[src/rtl/websocket_frame_deframer_core_macros.svh]
// Assertion macros shared by the deframer RTL.
`ifndef WEBSOCKET_FRAME_DEFRAMER_CORE_MACROS_SVH
`define WEBSOCKET_FRAME_DEFRAMER_CORE_MACROS_SVH

// Same-cycle implication, checked out of reset.
`define WSD_ASSERT_NOW(label, clk, rst_n, ante, cons, msg) \
  label: assert property (@(posedge clk) disable iff (!rst_n) (ante) |-> (cons)) \
    else $error(msg);

// Next-cycle implication, checked out of reset.
`define WSD_ASSERT_NEXT(label, clk, rst_n, ante, cons, msg) \
  label: assert property (@(posedge clk) disable iff (!rst_n) (ante) |=> (cons)) \
    else $error(msg);

`endif

[src/rtl/wsd_pkg.sv]
// Types, constants and helpers for the WebSocket deframer.
`default_nettype none
package wsd_pkg;

  localparam int unsigned QUEUE_DEPTH = 4;

  localparam logic [16:0] MAX_PAYLOAD_RST = 17'h10000;
  localparam logic [6:0]  LEN_CODE16      = 7'd126;
  localparam logic [6:0]  LEN_CODE64      = 7'd127;
  localparam logic [3:0]  OP_CLOSE        = 4'h8;
  localparam logic [3:0]  OP_PING         = 4'h9;

  typedef enum logic [2:0] {
    PH_HDR0,
    PH_HDR1,
    PH_EXT_HI,
    PH_EXT_LO,
    PH_MASK,
    PH_PAYLOAD,
    PH_STOPPED
  } phase_t;

  typedef enum logic [1:0] {
    ACT_IGNORE = 2'd0,
    ACT_PONG   = 2'd1,
    ACT_CLOSE  = 2'd2,
    ACT_DROP   = 2'd3
  } act_t;

  // One classified result word: the back end applies the key byte.
  typedef struct packed {
    logic        has_byte;
    logic [7:0]  raw_byte;
    logic [7:0]  key_byte;
    logic [15:0] byte_index;
    logic [3:0]  frame_opcode;
    logic        frame_end;
    act_t        action;
  } item_t;

  function automatic act_t end_action(input logic [3:0] opcode);
    act_t act;
    act = ACT_IGNORE;
    if (opcode == OP_CLOSE) begin
      act = ACT_CLOSE;
    end else if (opcode == OP_PING) begin
      act = ACT_PONG;
    end
    return act;
  endfunction

endpackage
`default_nettype wire

[src/rtl/wsd_front.sv]
// Header parser: walks the frame header and tags each payload byte.
`default_nettype none
`include "websocket_frame_deframer_core_macros.svh"
module wsd_front (
  input  wire logic           clk,
  input  wire logic           rst_n,
  input  wire logic           cfg_valid,
  input  wire logic [16:0]    cfg_max_payload,
  input  wire logic           byte_take,
  input  wire logic [7:0]     rx_byte,
  output wsd_pkg::item_t      q_item,
  output logic                q_push
);

  wsd_pkg::phase_t phase_r, phase_nxt;
  logic [3:0]  opcode_r, opcode_nxt;
  logic        masked_r, masked_nxt;
  logic [15:0] len_r, len_nxt;
  logic [15:0] seen_r, seen_nxt;
  logic [31:0] key_r, key_nxt;
  logic [1:0]  kidx_r, kidx_nxt;
  logic [16:0] max_r;

  logic [15:0] len_v;
  logic        chk, start, drop;
  wsd_pkg::act_t act_v;

  always_ff @(posedge clk) begin
    if (!rst_n) begin
      phase_r  <= wsd_pkg::PH_HDR0;
      opcode_r <= '0;
      masked_r <= 1'b0;
      len_r    <= '0;
      seen_r   <= '0;
      key_r    <= '0;
      kidx_r   <= '0;
      max_r    <= wsd_pkg::MAX_PAYLOAD_RST;
    end else begin
      phase_r  <= phase_nxt;
      opcode_r <= opcode_nxt;
      masked_r <= masked_nxt;
      len_r    <= len_nxt;
      seen_r   <= seen_nxt;
      key_r    <= key_nxt;
      kidx_r   <= kidx_nxt;
      if (cfg_valid) begin
        max_r <= cfg_max_payload;
      end
    end
  end

  always_comb begin
    phase_nxt  = phase_r;
    opcode_nxt = opcode_r;
    masked_nxt = masked_r;
    len_nxt    = len_r;
    seen_nxt   = seen_r;
    key_nxt    = key_r;
    kidx_nxt   = kidx_r;
    len_v      = len_r;
    chk        = 1'b0;
    start      = 1'b0;
    drop       = 1'b0;
    act_v      = wsd_pkg::end_action(opcode_r);
    q_push     = 1'b0;
    q_item              = '0;
    q_item.frame_opcode = opcode_r;

    if (byte_take) begin
      unique case (phase_r)
        wsd_pkg::PH_HDR0: begin
          opcode_nxt = rx_byte[3:0];
          phase_nxt  = wsd_pkg::PH_HDR1;
        end
        wsd_pkg::PH_HDR1: begin
          masked_nxt = rx_byte[7];
          if (rx_byte[6:0] == wsd_pkg::LEN_CODE64) begin
            drop = 1'b1;
          end else if (rx_byte[6:0] == wsd_pkg::LEN_CODE16) begin
            len_nxt   = '0;
            phase_nxt = wsd_pkg::PH_EXT_HI;
          end else begin
            len_v   = {9'd0, rx_byte[6:0]};
            len_nxt = len_v;
            chk     = 1'b1;
          end
        end
        wsd_pkg::PH_EXT_HI: begin
          len_nxt   = {rx_byte, 8'h00};
          phase_nxt = wsd_pkg::PH_EXT_LO;
        end
        wsd_pkg::PH_EXT_LO: begin
          len_v   = {len_r[15:8], rx_byte};
          len_nxt = len_v;
          chk     = 1'b1;
        end
        wsd_pkg::PH_MASK: begin
          key_nxt[{kidx_r, 3'b000} +: 8] = rx_byte;
          if (kidx_r == 2'd3) begin
            start = 1'b1;
          end else begin
            kidx_nxt = kidx_r + 2'd1;
          end
        end
        wsd_pkg::PH_PAYLOAD: begin
          q_push            = 1'b1;
          q_item.has_byte   = 1'b1;
          q_item.raw_byte   = rx_byte;
          q_item.key_byte   = key_r[{seen_r[1:0], 3'b000} +: 8];
          q_item.byte_index = seen_r;
          if (({1'b0, seen_r} + 17'd1) >= {1'b0, len_r}) begin
            q_item.frame_end = 1'b1;
            q_item.action    = act_v;
            phase_nxt = (act_v == wsd_pkg::ACT_CLOSE) ? wsd_pkg::PH_STOPPED
                                                      : wsd_pkg::PH_HDR0;
            seen_nxt  = '0;
          end else begin
            seen_nxt = seen_r + 16'd1;
          end
        end
        wsd_pkg::PH_STOPPED: begin
        end
        default: begin
        end
      endcase
    end

    // length just became known: limit check, then key, payload or an empty-frame end
    if (chk) begin
      if ({1'b0, len_v} > max_r) begin
        drop = 1'b1;
      end else begin
        key_nxt  = '0;
        kidx_nxt = '0;
        if (masked_nxt) begin
          phase_nxt = wsd_pkg::PH_MASK;
        end else begin
          start = 1'b1;
        end
      end
    end

    if (start) begin
      seen_nxt = '0;
      if (len_v == 16'd0) begin
        q_push           = 1'b1;
        q_item.frame_end = 1'b1;
        q_item.action    = act_v;
        phase_nxt = (act_v == wsd_pkg::ACT_CLOSE) ? wsd_pkg::PH_STOPPED
                                                  : wsd_pkg::PH_HDR0;
      end else begin
        phase_nxt = wsd_pkg::PH_PAYLOAD;
      end
    end

    if (drop) begin
      q_push           = 1'b1;
      q_item.frame_end = 1'b1;
      q_item.action    = wsd_pkg::ACT_DROP;
      phase_nxt        = wsd_pkg::PH_STOPPED;
    end
  end

  `WSD_ASSERT_NEXT(a_stop_sticks, clk, rst_n, phase_r == wsd_pkg::PH_STOPPED,
    phase_r == wsd_pkg::PH_STOPPED, "stopped parser resumed")

endmodule
`default_nettype wire

[src/rtl/wsd_queue.sv]
// Short word queue between the parser and the output stage.
`default_nettype none
`include "websocket_frame_deframer_core_macros.svh"
module wsd_queue #(
  parameter int unsigned DEPTH = wsd_pkg::QUEUE_DEPTH
) (
  input  wire logic           clk,
  input  wire logic           rst_n,
  input  wire logic           push,
  input  wsd_pkg::item_t      wr_item,
  output logic                full,
  input  wire logic           pop,
  output wsd_pkg::item_t      rd_item,
  output logic                empty
);

  localparam int unsigned PTR_W = (DEPTH > 1) ? $clog2(DEPTH) : 1;
  localparam int unsigned CNT_W = $clog2(DEPTH + 1);

  wsd_pkg::item_t     mem [DEPTH];
  logic [PTR_W-1:0]   wr_ptr_r, rd_ptr_r;
  logic [CNT_W-1:0]   count_r;

  function automatic logic [PTR_W-1:0] ptr_inc(input logic [PTR_W-1:0] p);
    return (p == PTR_W'(DEPTH - 1)) ? '0 : p + PTR_W'(1);
  endfunction

  assign full    = (count_r == CNT_W'(DEPTH));
  assign empty   = (count_r == '0);
  assign rd_item = mem[rd_ptr_r];

  always_ff @(posedge clk) begin
    if (push) begin
      mem[wr_ptr_r] <= wr_item;
    end
  end

  always_ff @(posedge clk) begin
    if (!rst_n) begin
      wr_ptr_r <= '0;
      rd_ptr_r <= '0;
      count_r  <= '0;
    end else begin
      if (push) begin
        wr_ptr_r <= ptr_inc(wr_ptr_r);
      end
      if (pop) begin
        rd_ptr_r <= ptr_inc(rd_ptr_r);
      end
      if (push && !pop) begin
        count_r <= count_r + CNT_W'(1);
      end else if (pop && !push) begin
        count_r <= count_r - CNT_W'(1);
      end
    end
  end

  `WSD_ASSERT_NOW(a_no_overflow, clk, rst_n, push, !full, "push into full queue")
  `WSD_ASSERT_NOW(a_no_underflow, clk, rst_n, pop, !empty, "pop from empty queue")
  `WSD_ASSERT_NEXT(a_count_up, clk, rst_n, push && !pop,
    count_r == $past(count_r) + CNT_W'(1), "queue count lost a push")

endmodule
`default_nettype wire

[src/rtl/wsd_back.sv]
// Output stage: unmasks the queued word and holds it for the receiver.
`default_nettype none
module wsd_back (
  input  wire logic           clk,
  input  wire logic           rst_n,
  input  wire logic           q_empty,
  input  wsd_pkg::item_t      q_item,
  output logic                q_pop,
  input  wire logic           out_pop,
  output logic                out_empty,
  output logic                out_has_byte,
  output logic [7:0]          out_payload_byte,
  output logic [15:0]         out_byte_index,
  output logic [3:0]          out_frame_opcode,
  output logic                out_frame_end,
  output logic [1:0]          out_action
);

  logic        valid_r;
  logic        has_r;
  logic [7:0]  data_r;
  logic [15:0] index_r;
  logic [3:0]  opcode_r;
  logic        end_r;
  logic [1:0]  action_r;

  assign q_pop = !q_empty && (!valid_r || out_pop);

  always_ff @(posedge clk) begin
    if (!rst_n) begin
      valid_r <= 1'b0;
    end else if (q_pop) begin
      valid_r <= 1'b1;
    end else if (out_pop) begin
      valid_r <= 1'b0;
    end
  end

  always_ff @(posedge clk) begin
    if (q_pop) begin
      has_r    <= q_item.has_byte;
      data_r   <= q_item.raw_byte ^ q_item.key_byte;
      index_r  <= q_item.byte_index;
      opcode_r <= q_item.frame_opcode;
      end_r    <= q_item.frame_end;
      action_r <= 2'(q_item.action);
    end
  end

  assign out_empty        = !valid_r;
  assign out_has_byte     = has_r;
  assign out_payload_byte = data_r;
  assign out_byte_index   = index_r;
  assign out_frame_opcode = opcode_r;
  assign out_frame_end    = end_r;
  assign out_action       = action_r;

endmodule
`default_nettype wire

[src/rtl/websocket_frame_deframer_core.sv]
// Top level of the client-to-server WebSocket frame deframer.
//
// Input: one received byte per word on in_rx_byte, taken when in_push is high
// and in_full is low. Header bytes (two fixed, optional 16-bit length, optional
// 4-byte mask key) yield only the end word of an empty or dropped frame; each
// payload byte makes one result. Output: results wait in order; the oldest is on
// out_* while out_empty is low and leaves when out_pop is high. frame_end marks
// the last word of a frame; action is 0 ignore, 1 pong, 2 close (then stopped),
// 3 dropped. A 64-bit length or a length above max_payload gives a drop word,
// then every further byte is discarded until reset. Config: cfg_max_payload is
// written on cfg_valid (cfg_ready is always high); the user must write it only
// while no word is in flight (not enforced). Reset value is 65536 (no limit).
// Timing: one byte per cycle while in_full is low; each result passes the queue
// and the output register before it shows. The parser updates its header state
// as each byte is taken; a QUEUE_DEPTH-word queue and an output register behind
// it absorb a stalled receiver until the queue fills, then in_full rises.
// Reset (rst_n low, synchronous) empties the queue and returns the parser to
// the first header byte.
`default_nettype none
module websocket_frame_deframer_core #(
  parameter int unsigned QUEUE_DEPTH = wsd_pkg::QUEUE_DEPTH
) (
  input  wire logic        clk,
  input  wire logic        rst_n,
  input  wire logic        cfg_valid,
  output logic             cfg_ready,
  input  wire logic [16:0] cfg_max_payload,
  input  wire logic        in_push,
  output logic             in_full,
  input  wire logic [7:0]  in_rx_byte,
  output logic             out_empty,
  input  wire logic        out_pop,
  output logic             out_has_byte,
  output logic [7:0]       out_payload_byte,
  output logic [15:0]      out_byte_index,
  output logic [3:0]       out_frame_opcode,
  output logic             out_frame_end,
  output logic [1:0]       out_action
);

  wsd_pkg::item_t push_item, head_item;
  logic           q_push, q_full, q_pop, q_empty;
  logic           byte_take;

  // config is always accepted; the parser latches it directly
  assign cfg_ready = 1'b1;
  assign in_full   = q_full;
  assign byte_take = in_push && !q_full;

  wsd_front u_front (
    .clk             (clk),
    .rst_n           (rst_n),
    .cfg_valid       (cfg_valid),
    .cfg_max_payload (cfg_max_payload),
    .byte_take       (byte_take),
    .rx_byte         (in_rx_byte),
    .q_item          (push_item),
    .q_push          (q_push)
  );

  wsd_queue #(
    .DEPTH (QUEUE_DEPTH)
  ) u_queue (
    .clk     (clk),
    .rst_n   (rst_n),
    .push    (q_push),
    .wr_item (push_item),
    .full    (q_full),
    .pop     (q_pop),
    .rd_item (head_item),
    .empty   (q_empty)
  );

  wsd_back u_back (
    .clk              (clk),
    .rst_n            (rst_n),
    .q_empty          (q_empty),
    .q_item           (head_item),
    .q_pop            (q_pop),
    .out_pop          (out_pop),
    .out_empty        (out_empty),
    .out_has_byte     (out_has_byte),
    .out_payload_byte (out_payload_byte),
    .out_byte_index   (out_byte_index),
    .out_frame_opcode (out_frame_opcode),
    .out_frame_end    (out_frame_end),
    .out_action       (out_action)
  );

endmodule
`default_nettype wire

[config.mk]
export PLATFORM = sky130hd
export DESIGN_NAME = websocket_frame_deframer_core
export DESIGN_NICKNAME = d
export VERILOG_FILES = /design/src/rtl/wsd_pkg.sv /design/src/rtl/wsd_front.sv /design/src/rtl/wsd_queue.sv /design/src/rtl/wsd_back.sv /design/src/rtl/websocket_frame_deframer_core.sv
export VERILOG_INCLUDE_DIRS = /design/src /design/src/rtl
export SDC_FILE = /design/constraint.sdc
export NUM_CORES = 1
export LEC_CHECK = 0
export ABC_AREA = 1
export BUFFER_PORTS_ARGS = -buffer_cell sky130_fd_sc_hd__buf_4
export CAP_MARGIN = 20
export CORE_MARGIN = 2
export CORE_UTILIZATION = 42
export DETAILED_ROUTE_END_ITERATION = 16
export HOLD_SLACK_MARGIN = 0.02
export SETUP_SLACK_MARGIN = 0.02
export SYNTH_ARGS = -nofsm -noshare
export SYNTH_HDL_FRONTEND = slang
export SYNTH_SLANG_ARGS = --single-unit
[constraint.sdc]
create_clock -name clk -period 5 [get_ports clk]
set_input_delay 0.5 -clock clk [delete_from_list [all_inputs] [get_ports clk]]
set_output_delay 0.5 -clock clk [all_outputs]
set_load 0.01 [all_outputs]
== After elaboration in Yosys (flattened, before gate mapping) ==
Memories as Yosys holds them, arrays and structs flattened. A register that Yosys moved wholly into a read port is not among the register bits.
Index checks and enable logic that the tools add are counted.

* Memories: 1
* Logic and storage cells: 147
* Flip-flop bits (word level): 131
* Input bits: 30
* Output and inout port bits: 35
* RAM bits: 160

{| class="wikitable"
|+ Memory list
! memory !! words !! bits a word !! read ports !! clocked after Yosys merged registers in !! wr ports !! RTL line !! source
|-
| u_queue.mem || 4 || 40 || 1 || 1 || 1 || wsd_queue.sv:20 || <nowiki>wsd_pkg::item_t mem [DEPTH];</nowiki>
|}

* Equal/unequal tests: 15
* Order comparisons: 2
* Mux-type cells: 72
* Bitwise operators: 3
* Shift operators: 3
* Reductions and logical operators: 23
* Add/subtract/negate cells: 8

{| class="wikitable"
|+ Operator list
! kind !! count
|-
| $mux W32 || 4
|-
| $mux W16 || 5
|-
| $mux W33 || 2
|-
| $mux W3 || 19
|-
| $pmux W16 S3 || 1
|-
| $bwmux W32 || 1
|-
| $pmux W16 S2 || 1
|-
| $shift A8 B7 Y32 const A || 1
|-
| $shiftx A32 B6 Y8 || 1
|-
| $shiftx A8 B7 Y32 || 1
|-
| $mux W1 || 26
|-
| $mux W2 || 10
|-
| $add A16 B1 Y17 const B || 1
|-
| $ge A17 B16 Y1 || 1
|-
| $gt A16 B17 Y1 || 1
|-
| $add A16 B1 Y16 const B || 1
|-
| $logic_not A16 Y1 || 1
|-
| $eq A7 B7 Y1 const B || 2
|-
| $pmux W3 S4 || 1
|-
| $eq A3 B3 Y1 const B || 3
|-
| $eq A2 B2 Y1 const B || 4
|-
| $eq A4 B4 Y1 const B || 2
|-
| $xor A8 B8 Y8 || 1
|-
| $mux W7 || 1
|-
| other kinds (19) || 35
|}

== Depth between registers and ports, before layout ==
* Depth after elaboration: 14
* Depth in mapped cells: 30

== By module ==
Synthesis repeated with hierarchy kept, for this count alone.

* Cells, all modules: 1359
* Area, all modules: 13387.8 µm²

{| class="wikitable"
|+ Modules (own cells, without submodules)
! module !! cells an instance !! instances !! area each (µm²)
|-
| wsd_queue || 446 || 1 || 6511.2
|-
| wsd_front || 862 || 1 || 5775.5
|-
| wsd_back || 47 || 1 || 1079.8
|-
| websocket_frame_deframer_core || 4 || 1 || 21.3
|}

== Worst setup path after synthesis ==
No wires, ideal clock.

* Kind: input -> register
* Start: input port in_rx_byte[2]
* End: memory u_queue.mem[0][0] (netlist name) (enable)
* Path slack: 1.019 ns
* Required time: 4.595 ns
* Buffers on the path: 0
* Arrival time: 3.575 ns
* Stages: 19
* Cells stage by stage: nand2_1 > inv_1 > nand2_2 > nand2_1 > nor2_1 > nor2_1 > ha_1 > a21o_1 > nor2_1 > nand2_1 > nand2_1 > nand3_1 > nand2_1 > nand3_1 > nand2_1 > nand2_4 > nand2_4 > nor2_4 > nor2_2

* Word-level cells in the longest chain between the ends: 12
* Elaborated cells on any way between the ends: 24
* Classes of those cells: 1 x order compare; 2 x eq/ne; 20 x mux; 1 x reduce/logical

{| class="wikitable"
|+ RTL lines
! what !! RTL line !! source
|-
| from (decl) || websocket_frame_deframer_core.sv:30 || <nowiki>input wire logic [7:0] in_rx_byte,</nowiki>
|-
| $eq A7 B7 Y1 || wsd_front.sv:79 || <nowiki>end else if (rx_byte[6:0] == wsd_pkg::LEN_CODE16) begin</nowiki>
|-
| $mux W16 || wsd_front.sv:79 ||
|-
| $mux W16 || wsd_front.sv:77 || <nowiki>if (rx_byte[6:0] == wsd_pkg::LEN_CODE64) begin</nowiki>
|-
| $pmux W16 S2 || wsd_front.sv:70 || <nowiki>unique case (phase_r)</nowiki>
|-
| $mux W16 || wsd_front.sv:69 || <nowiki>if (byte_take) begin</nowiki>
|-
| $gt A16 B17 Y1 || wsd_front.sv:130 || <nowiki>if ({1'b0, len_v} > max_r) begin</nowiki>
|-
| $mux W1 || wsd_front.sv:130 ||
|-
| $mux W1 || wsd_front.sv:129 || <nowiki>if (chk) begin</nowiki>
|-
| $mux W1 || wsd_front.sv:143 || <nowiki>if (start) begin</nowiki>
|-
| $mux W1 * || wsd_front.sv:156 || <nowiki>if (drop) begin</nowiki>
|-
| $mux W1 * || wsd_queue.sv:33 || <nowiki>if (push) begin</nowiki>
|-
| $mux W1 (not written as such) * || wsd_queue.sv:34 || <nowiki>mem[wr_ptr_r] <= wr_item;</nowiki>
|-
| to (decl) || wsd_queue.sv:20 ||
|}

Every way passes the cells marked *; elsewhere a longest branch is shown, timed or not.

== Worst setup path after layout ==
* Start: register u_front.phase_r[0]
* End: register u_queue.count_r[1]

* Word-level cells in the longest chain between the ends: 11
* Elaborated cells on any way between the ends: 31
* Classes of those cells: 1 x order compare; 4 x eq/ne; 21 x mux; 5 x reduce/logical

{| class="wikitable"
|+ RTL lines
! what !! RTL line !! source
|-
| from (decl) || wsd_front.sv:15 || <nowiki>wsd_pkg::phase_t phase_r, phase_nxt;</nowiki>
|-
| from (signal assigned) || wsd_front.sv:30 || <nowiki>phase_r <= wsd_pkg::PH_HDR0;</nowiki>
|-
| from (signal assigned) || wsd_front.sv:39 || <nowiki>phase_r <= phase_nxt;</nowiki>
|-
| $eq A3 B2 Y1 (tied with other cells) || wsd_front.sv:70 ||
|-
| $pmux W16 S2 / $mux W1 (equally long branches) || wsd_front.sv:70 ||
|-
| $mux W16 / $mux W1 (equally long branches) || wsd_front.sv:69 ||
|-
| $gt A16 B17 Y1 / $mux W1 (equally long branches) || wsd_front.sv:130, wsd_front.sv:135 ||
|-
| $mux W1 || wsd_front.sv:130 ||
|-
| $mux W1 || wsd_front.sv:129 ||
|-
| $mux W1 || wsd_front.sv:143 ||
|-
| $mux W1 * || wsd_front.sv:156 ||
|-
| via q_push || websocket_frame_deframer_core.sv:42 || <nowiki>logic q_push, q_full, q_pop, q_empty;</nowiki>
|-
| $logic_not A1 Y1 || wsd_queue.sv:52 || <nowiki>end else if (pop && !push) begin</nowiki>
|-
| $logic_and A1 B1 Y1 || wsd_queue.sv:52 ||
|-
| $reduce_bool A2 Y1 (no source line) || - ||
|-
| to (signal assigned) || wsd_queue.sv:51 || <nowiki>count_r <= count_r + CNT_W'(1);</nowiki>
|-
| to (signal assigned) || wsd_queue.sv:53 || <nowiki>count_r <= count_r - CNT_W'(1);</nowiki>
|-
| to (decl) || wsd_queue.sv:22 || <nowiki>logic [CNT_W-1:0] count_r;</nowiki>
|}

The timed path passes the listed nets; every way through them passes the cells marked *.
A chain may end at the register's enable or synchronous reset.

==> flow_summary.yaml <==
floorplan:
  ios: 65
  die_x_um: 182.6
  dieArea_sq_um: 33330
  core_sq_um: 31470
  rows: 65
  start_util: 0.4255
  die_h_um: 182.6
layout:
  instances_no_fill: 1862
  post-route-util: 0.4875
  fill_cells: 2893
  drive_above_1_share: 0.1459
  n_antenna_cell: 0
  final_nets: 1513
  syn_to_final_growth_pct: 14.57
timing:
  rsz0062_at_grt: "no"
  worst_pin_slew_ns: 1.043
  finalSetupViolations: 0
  tns_ns: 0
  post-route-period-util: 0.8695
  timing.fmax_mhz: 230.0
  relSlewSlack: 0.3030
  timing.final.max_slew_violations: 0
  clock_skew_ns: 0.02642
  period_needed_ns: 4.348
  finalHoldViolations: 0
detailed_routing:
  routed-via-count: 9741
  postRouteAntennaNets: 0
  drc_errors: 0
  drt-pass1-iter-count: 5
  wl_per_cell_um: 16.73
  vias_per_cell: 5.231
  drt-initial-drc-count: 755
  finalWirelength_um: 31160
power:
  power_switching_mw: 2.504
  clockPowerShare: 0.308
  power_frac_seq: 0.418
  sw_frac_of_total: 0.3277
  leakagePower_nw: 5.915
  combPwrFrac: 0.273
  p_per_area_nw_per_um2: 498.1
  power.internal_mw: 5.138
  ir_worst_vdd_v: 0.0002004
yosys:
  synthArstFlopShare: 0
  ys_warn_count: 0
  syn_area_sq_um: 13390
  avgSynthCellArea_sq_um: 9.683
  ys_ff_latch: 293
  synthMuxAreaShare: 0
  ys_seq_area_frac: 0.5815
  synthAdderAreaFrac: 0.04354
  synth-compound-area-share: 0.1326
  post_synth_num_cell_types: 45
  netlist_instances: 1383
  synth_edf_count: 192
  synth-simple-area-share: 0.1687
  syn_nets: 1459
  synth_flop_cell: "edfxtp_1"
  synth_xor_area_frac: 0.01439
  synth_top_family_by_area: "simple AND/OR/NAND/NOR gates"
place:
  gp_congestion: 0.9294
  place_inst: 1803
  dp_hpwl_um: 20170
  io_buffers: 63
clock_network:
  postCtsSetupBuffers: 0
  cts_max_level: 2
  insertion_delay_ns: 0.52
  cts_made_buffers: 34
  clkTransAtPathRegs_ns: 0.06
  clockBufferDepth: 3
  ctsHoldBuffers: 0
  ctsResizeCount: 0
  clockRootBuffer: "clkbuf_16"
  cts_tree: "yes"
  clkSinkCount: 293
global_routing:
  grt_max_degree: 81
  grt_first_pass_wirelength_um: 49400
  antenna_found_initial: 0
  grt_pass1_vias: 9200
  grt_usage: 0.1877
  grt_overflow: 0
worst_setup_path:
  crit_fanout: 9
  startpoint_type: "flop"
  end_kind: "flop"
  path_class: "flop to flop"
  cp.required_ns: 5.41
  cp.arrival_ns: 4.76
outcome:
  status: "complete, no violations"
min_path:
  hold_path_class: "primary input to flop"
job:
  max_cap_viol_count: 0
-- registers in the layout, summed over array words and instances (netlist names), named ones only --
signal	cells
u_front.masked_r	1
u_front.key_r	32
u_front.len_r	16
u_back.out_has_byte	1
u_back.valid_r	1
u_back.out_action	2
u_back.out_frame_end	1
u_front.phase_r	3
u_queue.wr_ptr_r	2
u_front.seen_r	16
u_back.out_payload_byte	8
u_queue.mem	160
u_queue.rd_ptr_r	2
u_front.opcode_r	4
u_queue.count_r	3
u_front.max_r	17
u_front.kidx_r	2
u_back.out_frame_opcode	4
u_back.out_byte_index	16
-- layer usage --
layer	up-vias	GRT usage	wire length, um
li1	4811	-	-
met1	4603	0.2602	14390
met4	0	0.05161	590
met5	-	0	0
met2	281	0.3031	14250
met3	46	0.03412	1932
-- power groups by stage --
stage / Combinational [mW] / Sequential, mW / Clock (mW)
after floorplan: 1.36 / 3.25 / 0
after global placement: 2.08 / 3.25 / 0
after detailed placement: 2.11 / 3.25 / 0
after CTS: 2.12 / 3.20 / 2.41
after global routing: 2.35 / 3.23 / 2.52
final: 2.09 / 3.20 / 2.36
-- critical path: stages (launching register included) --
cell and delay [ns]:
dfxtp_1 0.58, inv_2 0.07, nor2_2 0.14, nand4_2 0.22
nor2_1 0.44, nor2_1 0.11, ha_1 0.31, nand4_1 0.15
nor2_1 0.18, nand4_1 0.10, nand3_1 0.13, nand2_1 0.12
nand3_1 0.13, nand2_1 0.12, nand2_4 0.16, nand2_4 0.07
nor2_4 0.25, inv_2 0.05, ha_1 0.19, inv_1 0.10
fa_1 0.42, o21ai_0 0.15, a21oi_1 0.05
-- cell type report --
cell class              instances  area (sq um)  share of cell area
flip-flops and latches        293          7790              0.5077
multi-input cells             892          4850              0.3161
clock buffers                  50         982.2             0.06402
repair buffers                 76         595.6             0.03882
inverters                     140         533.0             0.03474
well taps                     402         503.0             0.03278
clock inverters                 9         88.84            0.005790
-- metrics by stage --
step	worst slack, ns	power (mW)	hold WS, ns	area [sq um]
final	0.6525	7.642	0.2245	15340
after detailed placement	0.5396	5.366	0.4550	14270
after global placement	0.7347	5.331	0.4541	14270
after global routing	0.2354	8.101	0.2253	15340
after CTS	0.6568	7.726	0.2079	15340
after floorplan	1.019	4.611	0.4395	13390
-- path summary, 6_finish.rpt --
| check | from | depth (start not counted) | to | slack (ns) |
|---|---|---|---|---|
| worst max-delay path | u_front.phase_r[0] | 22 | u_queue.count_r[1] | 0.65 |
| worst min register to register | u_front.max_r[10] | 2 | u_front.max_r[10] | 0.46 |
| worst max register to register | u_front.phase_r[0] | 22 | u_queue.count_r[1] | 0.65 |
| worst min-delay path | cfg_max_payload[0] | 3 | u_front.max_r[0] | 0.22 |
-- cell families (layout without fill, tap and decap cells) --
| logic type | count (synthesis) | in the layout |
|---|---|---|
| flip-flops | 293 | 293 |
| adder cells (fa/ha/maj) | 46 | 46 |
| AND/OR/NAND/NOR | 501 | 501 |
| AO/OA/AOI/OAI | 322 | 322 |
| other | 1 | 1 |
| XOR/XNOR | 22 | 22 |
| buffers and inverters | 198 | 275 |
-- cells in the mapped netlist, types with 2 or more instances --
cell type	count	area [sq um]
clkbuf_1	46	172.7
buf_2	4	20.02
nand2_4	6	67.56
a211oi_1	5	37.54
nor2_4	8	90.09
buf_4	6	45.04
o31ai_1	3	22.52
o22ai_1	54	337.8
o21ai_0	167	835.8
nand3_1	33	165.2
a21oi_1	57	285.3
clkinv_1	2	7.510
inv_2	15	56.30
nor2_2	11	68.82
xor2_1	22	192.7
a31oi_1	10	62.56
nor3_1	15	75.07
edfxtp_1	192	5766
nand3_2	4	40.04
nand2_1	162	608.1
o21ai_1	10	50.05
nand2_2	19	118.9
inv_1	120	450.4
ha_1	45	563.0
nand4_1	6	37.54
inv_4	3	18.77
a21oi_2	13	113.9
nor2_1	228	855.8
dfxtp_1	101	2022
-- cells in the final DEF, fill, tap and decap left out, drive strengths merged --
cell and n:
clkinv 9, nand3 38, nand4 8, nand3b 1
nand2 187, a211oi 5, nor2 248, o211a 1
a31oi 10, o21ai 177, conb 1, o211ai 1
a21oi 70, xor2 22, dfxtp 101, nor3 17
fa 1, nor4 2, edfxtp 192, clkbuf 50
o22ai 54, a21o 1, bufinv 1, o31ai 3
ha 45, buf 76, inv 139
(Power assumes the default switching activity.)
